==> config.mk <==
export PLATFORM = sky130hd
export DESIGN_NAME = signed_int_to_decimal_ascii_unit_flat
export DESIGN_NICKNAME = d
export VERILOG_FILES = /design/src/design/sitda_pkg.sv /design/src/design/sitda_stream_if.sv /design/src/design/sitda_front.sv /design/src/design/sitda_queue.sv /design/src/design/sitda_back.sv /design/src/design/signed_int_to_decimal_ascii_unit.sv /design/src/flat_wrapper.sv
export SDC_FILE = /design/constraint.sdc
export NUM_CORES = 1
export LEC_CHECK = 0
export ABC_CLOCK_PERIOD_IN_PS = 5900
export BUFFER_PORTS_ARGS = -buffer_cell sky130_fd_sc_hd__buf_4
export CAP_MARGIN = 40
export CORE_MARGIN = 8
export CORE_UTILIZATION = 31
export CTS_CLUSTER_DIAMETER = 60
export DETAILED_ROUTE_END_ITERATION = 10
export SLEW_MARGIN = 20
export SYNTH_ARGS = -nofsm -noshare
export SYNTH_HDL_FRONTEND = slang
export SYNTH_SLANG_ARGS = --single-unit
==> constraint.sdc <==
create_clock -name clk -period 5.9 [get_ports clk]
set_input_delay 0 -clock clk [delete_from_list [all_inputs] [get_ports clk]]
set_output_delay 0 -clock clk [all_outputs]
set_load 0.05 [all_outputs]
==> src/design/sitda_pkg.sv <==
// ----------------------------------------------------------------------------
// sitda_pkg
// Constants and types shared by the signed integer to decimal text unit.
// ----------------------------------------------------------------------------
`default_nettype none

package sitda_pkg;

	localparam int CHAR_W = 8;
	localparam int LEN_W  = 4;

	localparam logic [CHAR_W-1:0] ASCII_ZERO  = 8'h30;
	localparam logic [CHAR_W-1:0] ASCII_NINE  = 8'h39;
	localparam logic [CHAR_W-1:0] ASCII_MINUS = 8'h2D;

	localparam int QUEUE_DEPTH = 2;

	typedef enum logic [2:0] {
		ST_IDLE = 3'b001,
		ST_CONV = 3'b010,
		ST_EMIT = 3'b100
	} back_state_t;

endpackage

`default_nettype wire

==> src/design/sitda_stream_if.sv <==
// ----------------------------------------------------------------------------
// sitda stream interfaces
// Valid/ready channels for the integer operand and for the text characters.
// ----------------------------------------------------------------------------
`default_nettype none

interface sitda_value_if #(parameter int VALUE_WIDTH = 32);
	logic                          valid;
	logic                          ready;
	logic signed [VALUE_WIDTH-1:0] value;

	modport source (output valid, output value, input ready);
	modport sink   (input valid, input value, output ready);
endinterface

interface sitda_text_if;
	logic                             valid;
	logic                             ready;
	logic [sitda_pkg::CHAR_W-1:0]     character;
	logic [sitda_pkg::LEN_W-1:0]      text_length;
	logic                             last;

	modport source (output valid, output character, output text_length, output last,
		input ready);
	modport sink   (input valid, input character, input text_length, input last,
		output ready);
endinterface

`default_nettype wire

==> src/design/sitda_front.sv <==
// ----------------------------------------------------------------------------
// sitda_front
// Accepts operands, splits each into a sign flag and an unsigned magnitude.
// ----------------------------------------------------------------------------
`default_nettype none

module sitda_front #(
	parameter int VALUE_WIDTH = 32
) (
	sitda_value_if.sink              num,
	output logic                     push_valid,
	input  wire logic                push_ready,
	output logic [VALUE_WIDTH:0]     push_data
);

	logic                   negative;
	logic [VALUE_WIDTH-1:0] raw;
	logic [VALUE_WIDTH-1:0] magnitude;

	assign raw      = num.value;
	assign negative = raw[VALUE_WIDTH-1];

	// The magnitude is kept unsigned and one bit wider in meaning than the
	// signed range, so the most negative value maps to 2^(VALUE_WIDTH-1).
	assign magnitude = negative ? (~raw + VALUE_WIDTH'(1)) : raw;

	assign push_valid = num.valid;
	assign num.ready  = push_ready;
	assign push_data  = {negative, magnitude};

endmodule

`default_nettype wire

==> src/design/sitda_queue.sv <==
// ----------------------------------------------------------------------------
// sitda_queue
// Short first-in first-out queue between the front and the back.
// ----------------------------------------------------------------------------
`default_nettype none

module sitda_queue #(
	parameter int DATA_WIDTH = 33
) (
	input  wire logic                  clk,
	input  wire logic                  arst_n,
	input  wire logic                  push_valid,
	output logic                       push_ready,
	input  wire logic [DATA_WIDTH-1:0] push_data,
	output logic                       pop_valid,
	input  wire logic                  pop_ready,
	output logic [DATA_WIDTH-1:0]      pop_data
);

	localparam int PW = $clog2(sitda_pkg::QUEUE_DEPTH);

	logic [DATA_WIDTH-1:0] entry_q [sitda_pkg::QUEUE_DEPTH];
	logic [PW-1:0]         wr_ptr_q;
	logic [PW-1:0]         rd_ptr_q;
	logic [PW:0]           count_q;
	logic                  push;
	logic                  pop;

	assign push_ready = (count_q != (PW+1)'(sitda_pkg::QUEUE_DEPTH));
	assign pop_valid  = (count_q != '0);
	assign pop_data   = entry_q[rd_ptr_q];
	assign push       = push_valid && push_ready;
	assign pop        = pop_valid && pop_ready;

	always_ff @(posedge clk or negedge arst_n) begin
		if (!arst_n) begin
			wr_ptr_q <= '0;
			rd_ptr_q <= '0;
			count_q  <= '0;
		end else begin
			if (push) begin
				wr_ptr_q <= wr_ptr_q + PW'(1);
			end
			if (pop) begin
				rd_ptr_q <= rd_ptr_q + PW'(1);
			end
			if (push && !pop) begin
				count_q <= count_q + (PW+1)'(1);
			end else if (pop && !push) begin
				count_q <= count_q - (PW+1)'(1);
			end
		end
	end

	always_ff @(posedge clk) begin
		if (push) begin
			entry_q[wr_ptr_q] <= push_data;
		end
	end

endmodule

`default_nettype wire

==> src/design/sitda_back.sv <==
// ----------------------------------------------------------------------------
// sitda_back
// Bit-serial binary to BCD converter followed by a character emitter.
// ----------------------------------------------------------------------------
`default_nettype none

module sitda_back #(
	parameter int VALUE_WIDTH = 32
) (
	input  wire logic                 clk,
	input  wire logic                 arst_n,
	input  wire logic                 pop_valid,
	output logic                      pop_ready,
	input  wire logic [VALUE_WIDTH:0] pop_data,
	sitda_text_if.source              text
);

	// Enough decimal digits for 2^(VALUE_WIDTH-1) over the whole parameter range.
	localparam int NDIG = (VALUE_WIDTH * 3) / 10 + 1;
	localparam int DIW  = $clog2(NDIG);
	localparam int CW   = $clog2(NDIG + 1);
	localparam int SW   = $clog2(VALUE_WIDTH);
	localparam int LW   = (CW + 1 > sitda_pkg::LEN_W) ? CW + 1 : sitda_pkg::LEN_W;

	sitda_pkg::back_state_t state_q;
	sitda_pkg::back_state_t state_d;

	logic [VALUE_WIDTH-1:0]       bin_q;
	logic [4*NDIG-1:0]            bcd_q;
	logic [CW-1:0]                ndig_q;
	logic [SW-1:0]                step_q;
	logic                         neg_q;
	logic                         minus_pend_q;
	logic [DIW-1:0]               didx_q;
	logic [sitda_pkg::LEN_W-1:0]  len_q;

	logic [4*NDIG-1:0]            adj;
	logic [4*NDIG-1:0]            nbcd;
	logic [VALUE_WIDTH-1:0]       nbin;
	logic                         grow;
	logic [CW-1:0]                ndig_next;
	logic [LW-1:0]                len_sum;
	logic [3:0]                   cur_digit;
	logic                         last_step;
	logic                         emit_fire;

	// One shift-and-add-3 step: every digit of five or more gets three added
	// before the whole BCD and binary word shifts left by one bit.
	always_comb begin
		adj = bcd_q;
		for (int i = 0; i < NDIG; i++) begin
			if (bcd_q[4*i +: 4] >= 4'd5) begin
				adj[4*i +: 4] = bcd_q[4*i +: 4] + 4'd3;
			end
		end
		nbcd = {adj[4*NDIG-2:0], bin_q[VALUE_WIDTH-1]};
		nbin = {bin_q[VALUE_WIDTH-2:0], 1'b0};
	end

	// The value at most doubles per step, so the significant digit count
	// grows by at most one: only the digit just above the current top is
	// examined.
	assign grow      = (ndig_q < CW'(NDIG)) && (nbcd[4*ndig_q[DIW-1:0] +: 4] != 4'd0);
	assign ndig_next = ndig_q + CW'(grow);
	assign len_sum   = LW'(ndig_next) + LW'(neg_q);
	assign last_step = (step_q == SW'(VALUE_WIDTH - 1));

	assign cur_digit = bcd_q[4*didx_q +: 4];
	assign emit_fire = text.valid && text.ready;

	assign pop_ready        = (state_q == sitda_pkg::ST_IDLE);
	assign text.valid       = (state_q == sitda_pkg::ST_EMIT);
	assign text.character   = minus_pend_q ? sitda_pkg::ASCII_MINUS
		: (sitda_pkg::ASCII_ZERO + {4'b0000, cur_digit});
	assign text.text_length = len_q;
	assign text.last        = !minus_pend_q && (didx_q == '0);

	always_comb begin
		state_d = state_q;
		unique case (state_q)
			sitda_pkg::ST_IDLE: begin
				if (pop_valid) begin
					state_d = sitda_pkg::ST_CONV;
				end
			end
			sitda_pkg::ST_CONV: begin
				if (last_step) begin
					state_d = sitda_pkg::ST_EMIT;
				end
			end
			sitda_pkg::ST_EMIT: begin
				if (emit_fire && text.last) begin
					state_d = sitda_pkg::ST_IDLE;
				end
			end
			default: begin
				state_d = sitda_pkg::ST_IDLE;
			end
		endcase
	end

	always_ff @(posedge clk or negedge arst_n) begin
		if (!arst_n) begin
			state_q <= sitda_pkg::ST_IDLE;
		end else begin
			state_q <= state_d;
		end
	end

	always_ff @(posedge clk) begin
		if (state_q == sitda_pkg::ST_IDLE) begin
			neg_q  <= pop_data[VALUE_WIDTH];
			bin_q  <= pop_data[VALUE_WIDTH-1:0];
			bcd_q  <= '0;
			ndig_q <= CW'(1);
			step_q <= '0;
		end else if (state_q == sitda_pkg::ST_CONV) begin
			bin_q  <= nbin;
			bcd_q  <= nbcd;
			ndig_q <= ndig_next;
			step_q <= step_q + SW'(1);
			if (last_step) begin
				minus_pend_q <= neg_q;
				didx_q       <= DIW'(ndig_next - CW'(1));
				len_q        <= len_sum[sitda_pkg::LEN_W-1:0];
			end
		end else if (emit_fire) begin
			if (minus_pend_q) begin
				minus_pend_q <= 1'b0;
			end else if (didx_q != '0) begin
				didx_q <= didx_q - DIW'(1);
			end
		end
	end

endmodule

`default_nettype wire

==> src/design/signed_int_to_decimal_ascii_unit.sv <==
// ----------------------------------------------------------------------------
// signed_int_to_decimal_ascii_unit
// Converts a signed VALUE_WIDTH-bit integer to its decimal ASCII text, one
// character per transaction, most significant first: a leading '-' for
// negative values, a single '0' for zero, no leading zeros, and the most
// negative value printed from its unsigned magnitude. Every character carries
// the total text length and a flag on the final one. Each value is first
// loaded, then converted one magnitude bit per cycle in the shift-and-add-3
// binary to BCD converter, then emitted one character per cycle while the
// output is not stalled. The converter handles one value at a time; a
// two-entry queue in front of it takes new operands while a text is still
// being converted or emitted.
// ----------------------------------------------------------------------------
`default_nettype none

module signed_int_to_decimal_ascii_unit #(
	parameter int VALUE_WIDTH = 32
) (
	input wire logic     clk,
	input wire logic     arst_n,
	sitda_value_if.sink  num,
	sitda_text_if.source text
);

	logic                 push_valid;
	logic                 push_ready;
	logic [VALUE_WIDTH:0] push_data;
	logic                 pop_valid;
	logic                 pop_ready;
	logic [VALUE_WIDTH:0] pop_data;

	sitda_front #(
		.VALUE_WIDTH (VALUE_WIDTH)
	) u_front (
		.num        (num),
		.push_valid (push_valid),
		.push_ready (push_ready),
		.push_data  (push_data)
	);

	sitda_queue #(
		.DATA_WIDTH (VALUE_WIDTH + 1)
	) u_queue (
		.clk        (clk),
		.arst_n     (arst_n),
		.push_valid (push_valid),
		.push_ready (push_ready),
		.push_data  (push_data),
		.pop_valid  (pop_valid),
		.pop_ready  (pop_ready),
		.pop_data   (pop_data)
	);

	sitda_back #(
		.VALUE_WIDTH (VALUE_WIDTH)
	) u_back (
		.clk       (clk),
		.arst_n    (arst_n),
		.pop_valid (pop_valid),
		.pop_ready (pop_ready),
		.pop_data  (pop_data),
		.text      (text)
	);

endmodule

`default_nettype wire

==> src/flat_wrapper.sv <==
// flat-port wrapper written by rule: the top's interface ports become plain ports
module signed_int_to_decimal_ascii_unit_flat 
#(
	parameter int VALUE_WIDTH = 32
)
  (clk, arst_n, num_valid, num_value, num_ready, text_valid, text_character, text_text_length, text_last, text_ready);
  sitda_value_if #(.VALUE_WIDTH(VALUE_WIDTH)) num_i ();
  sitda_text_if text_i ();
  input wire logic clk;
  input wire logic arst_n;
  input wire logic [$bits(num_i.valid)-1:0] num_valid;
  input wire logic [$bits(num_i.value)-1:0] num_value;
  output wire logic [$bits(num_i.ready)-1:0] num_ready;
  output wire logic [$bits(text_i.valid)-1:0] text_valid;
  output wire logic [$bits(text_i.character)-1:0] text_character;
  output wire logic [$bits(text_i.text_length)-1:0] text_text_length;
  output wire logic [$bits(text_i.last)-1:0] text_last;
  input wire logic [$bits(text_i.ready)-1:0] text_ready;
  assign num_i.valid = num_valid;
  assign num_i.value = num_value;
  assign num_ready = num_i.ready;
  assign text_valid = text_i.valid;
  assign text_character = text_i.character;
  assign text_text_length = text_i.text_length;
  assign text_last = text_i.last;
  assign text_i.ready = text_ready;
  signed_int_to_decimal_ascii_unit #(.VALUE_WIDTH(VALUE_WIDTH)) u_core (.clk(clk), .arst_n(arst_n), .num(num_i), .text(text_i));
endmodule
==> flow_summary.yaml <==
outcome:
  outcome: "finished clean"
synthesis:
  netlist_top_cells_count: "edfxtp_1 (108), nor2_1 (57), a21oi_1 (56), o21ai_0 (56), dfxtp_1 (49)"
  synth_top_flop_cell: "edfxtp_1"
  synth_area_leader_cell: "edfxtp_1"
  synthArstFlopShare_pct: 4.27
  synth.most_common_cell: "edfxtp_1"
  mappedNetlistArea_um2: 8280
  yosys.area_share.simple_pct: 11.4
  synth_compound_area_share_pct: 14.4
  synthXorXnorAreaFrac_pct: 5.39
  netlist-cell-type-count: 62
  synthTopCellsByArea: "edfxtp_1 (39%), dfxtp_1 (12%), mux2i_1 (5.0%)"
  netlist.area_leader.share_pct: 39.2
  ys_seq_area_share_pct: 53.1
  synth_edf_count: 108
  synth_fa_ha_area_share_pct: 4.38
  muxShareOfSynthArea_pct: 7.81
  ys_warn_count: 0
  synth_top_family_by_area: "compound AO/OA/AOI/OAI gates"
  ys_ff_latch: 164
  synthCells: 744
  avgSynthCellArea_um2: 11.1
worst_setup_path:
  arrival_ps: 3880
  cp_common_cell: "ha_1"
  crit_path_max_incr_delay_ps: 450
  cp_slowest_cell: "dfxtp_1"
  crit_path_max_fanout: 8
  worstSetupEndpointType: "register"
  crit_chain: "inv_1, ha_1, and3b_1, nor4_1, a31oi_1, a221o_1, o211a_1, o311ai_0, ha_1, ha_1, xnor2_1, nand2_1, o21ai_0, nand3_1, xor2_1"
  path_buf_inv: 1
  required_ps: 6070
  critPathKind: "reg -> reg"
  cp-start-kind: "register"
  cp_top_family: "compound AO/OA/AOI/OAI gates"
sta:
  max_freq_ghz: 0.269
  max_slew_margin_pct: 54.1
  fin_ws_ps: 2180
  tightest_slew_ps: 688
  layout_min_cycle_time_ps: 3720
  setup_violations: 0
  tns_ps: 0
  hold_viol: 0
  finClkSkew_ps: 8.21
  drv_slew: 0
  fin_crit_sh_pct: 63.0
  rsz0062_at_grt: "false"
global_route:
  antenna_found_initial: 0
  grt_pass1_wl_um: 29800
  grt_pass1_vias: 5864
  overflow: 0
  grt_usage_pct: 11.2
  grt_start_max_net_pins: 69
layout:
  antenna_cells: 0
  finalNetCount: 880
  finalNonFillerCells: 1169
  layout-drive-gt1-share_pct: 14.0
  syn2layout_area_growth_pct: 19.9
floorplanning:
  row_count: 60
  coreArea_um2: 26600
  dieArea_um2: 32200
  io-pin-count: 51
  start_util_pct: 31.2
  die_w_um: 179
  die_y_um: 179
route:
  wl_um: 17900
  vias_per_cell: 4.99
  drtIter0Drc: 471
  wl_per_cell_um: 15.3
  num_vias: 5835
  antenna_left: 0
  first_pass_iters: 5
  route.detailed.drc: 0
clocking:
  cts_made_buffers: 17
  cts_tree: "yes"
  htreeDepth: 4
  root_buffer: "clkbuf_16"
  cts_resized: 0
  cts.sinks: 164
  cts_hold_buffers: 35
  postCtsSetupBuffers: 0
  clk_path_buf_depth: 2
  clk_latency_ps: 420
  clk_pin_slew_ps: 70
place:
  dp.cells: 1102
  dp_slack_ps: 2260
  routabilityCongestion: 0.809
  portBuffers: 47
  dpl.hpwl_um: 11900
power:
  powerDensity_nw_per_um2: 488
  p_total_mw: 4.85
  power.leakage_nw: 3.58
  ir_drop_v: 0.000216
hold_path:
  min-delay-path-class: "in -> async"
job:
  maxCapViolCount: 0
[per-stage QoR]
stage          hold WS, ps  utilization (%)  instance area, um2
3_5_place_dp          -181             33.8                8990
3_3_place_gp          -180             33.7                8960
5_1_grt               50.6             37.4                9930
4_1_cts               50.2             37.4                9930
2_1_floorplan         -296                -                8290
6_report              55.3             37.4                9930
[layer usage]
metal  routed length, um  GRT usage (%)
met3                 659           2.90
met2                8650           18.8
met1                8440           14.0
met5                   0              0
met4                 129           2.93
[cell usage in the layout (no fill, tap or decap), types with 15 or more instances in the layout]
master / Yosys / layout
edfxtp_1: 108 / 108
a21oi_1: 56 / 56
o21ai_0: 56 / 56
nor2_1: 57 / 55
buf_4: 3 / 54
dfxtp_1: 49 / 49
nand2_1: 47 / 47
xnor2_1: 44 / 44
mux2i_1: 41 / 41
dlygate4sd3_1: 0 / 35
inv_1: 30 / 29
ha_1: 29 / 29
clkbuf_16: 0 / 17
o31ai_1: 15 / 15
[worst paths after layout]
| kind | cells after the start | start | endpoint | slack (ps) |
|---|---|---|---|---|
| worst max-delay path | 15 | u_core.u_back.bcd_q[12] | u_core.u_back.didx_q[3] | 2180 |
| max in group asynchronous | 3 | arst_n | u_core.u_queue.rd_ptr_q | 5120 |
| min in group clk | 3 | num_value[1] | u_core.u_queue.entry_q[0][3] | 110 |
| worst min register to register | 1 | u_core.u_back.step_q[4] | u_core.u_back.step_q[4] | 500 |
| worst max register to register | 15 | u_core.u_back.bcd_q[12] | u_core.u_back.didx_q[3] | 2180 |
| worst min-delay path | 2 | arst_n | u_core.u_back.state_q[0] | 60 |
[kinds of logic after synthesis]
group | count (synthesis)
adders and majority gates | 29
DFF | 164
AOI/OAI and AO/OA | 189
and+or+nand+nor | 185
buffers and inverters | 70
xor gates and xnor gates | 51
other | 2
muxes | 54
[cell type report]
cell class / count / area, um2
Fill cell: 2609 / 16600
Sequential cell: 164 / 4400
Timing Repair Buffer: 91 / 791
Clock inverter: 14 / 160
Multi-Input combinational cell: 511 / 3610
Clock buffer: 18 / 429
Inverter: 30 / 113
Tap cell: 341 / 427
[power breakdown]
part           internal (mW)  switching [mW]
logic                  0.694            1.05
registers               1.73           0.267
clock network          0.607           0.507
total                   3.03            1.82
[registers in the layout, indices dropped and copies added, names as in the netlist]
name	cells
u_core.u_back.state_q	3
u_core.u_back.ndig_q	4
u_core.u_back.bin_q	32
u_core.u_back.text.text_length	4
u_core.u_back.minus_pend_q	1
u_core.u_queue.entry_q	66
u_core.u_back.step_q	5
u_core.u_queue.rd_ptr_q	1
u_core.u_queue.count_q	2
u_core.u_back.neg_q	1
u_core.u_queue.wr_ptr_q	1
u_core.u_back.didx_q	4
u_core.u_back.bcd_q	40
Note: power is estimated with default switching activity, not from simulation.
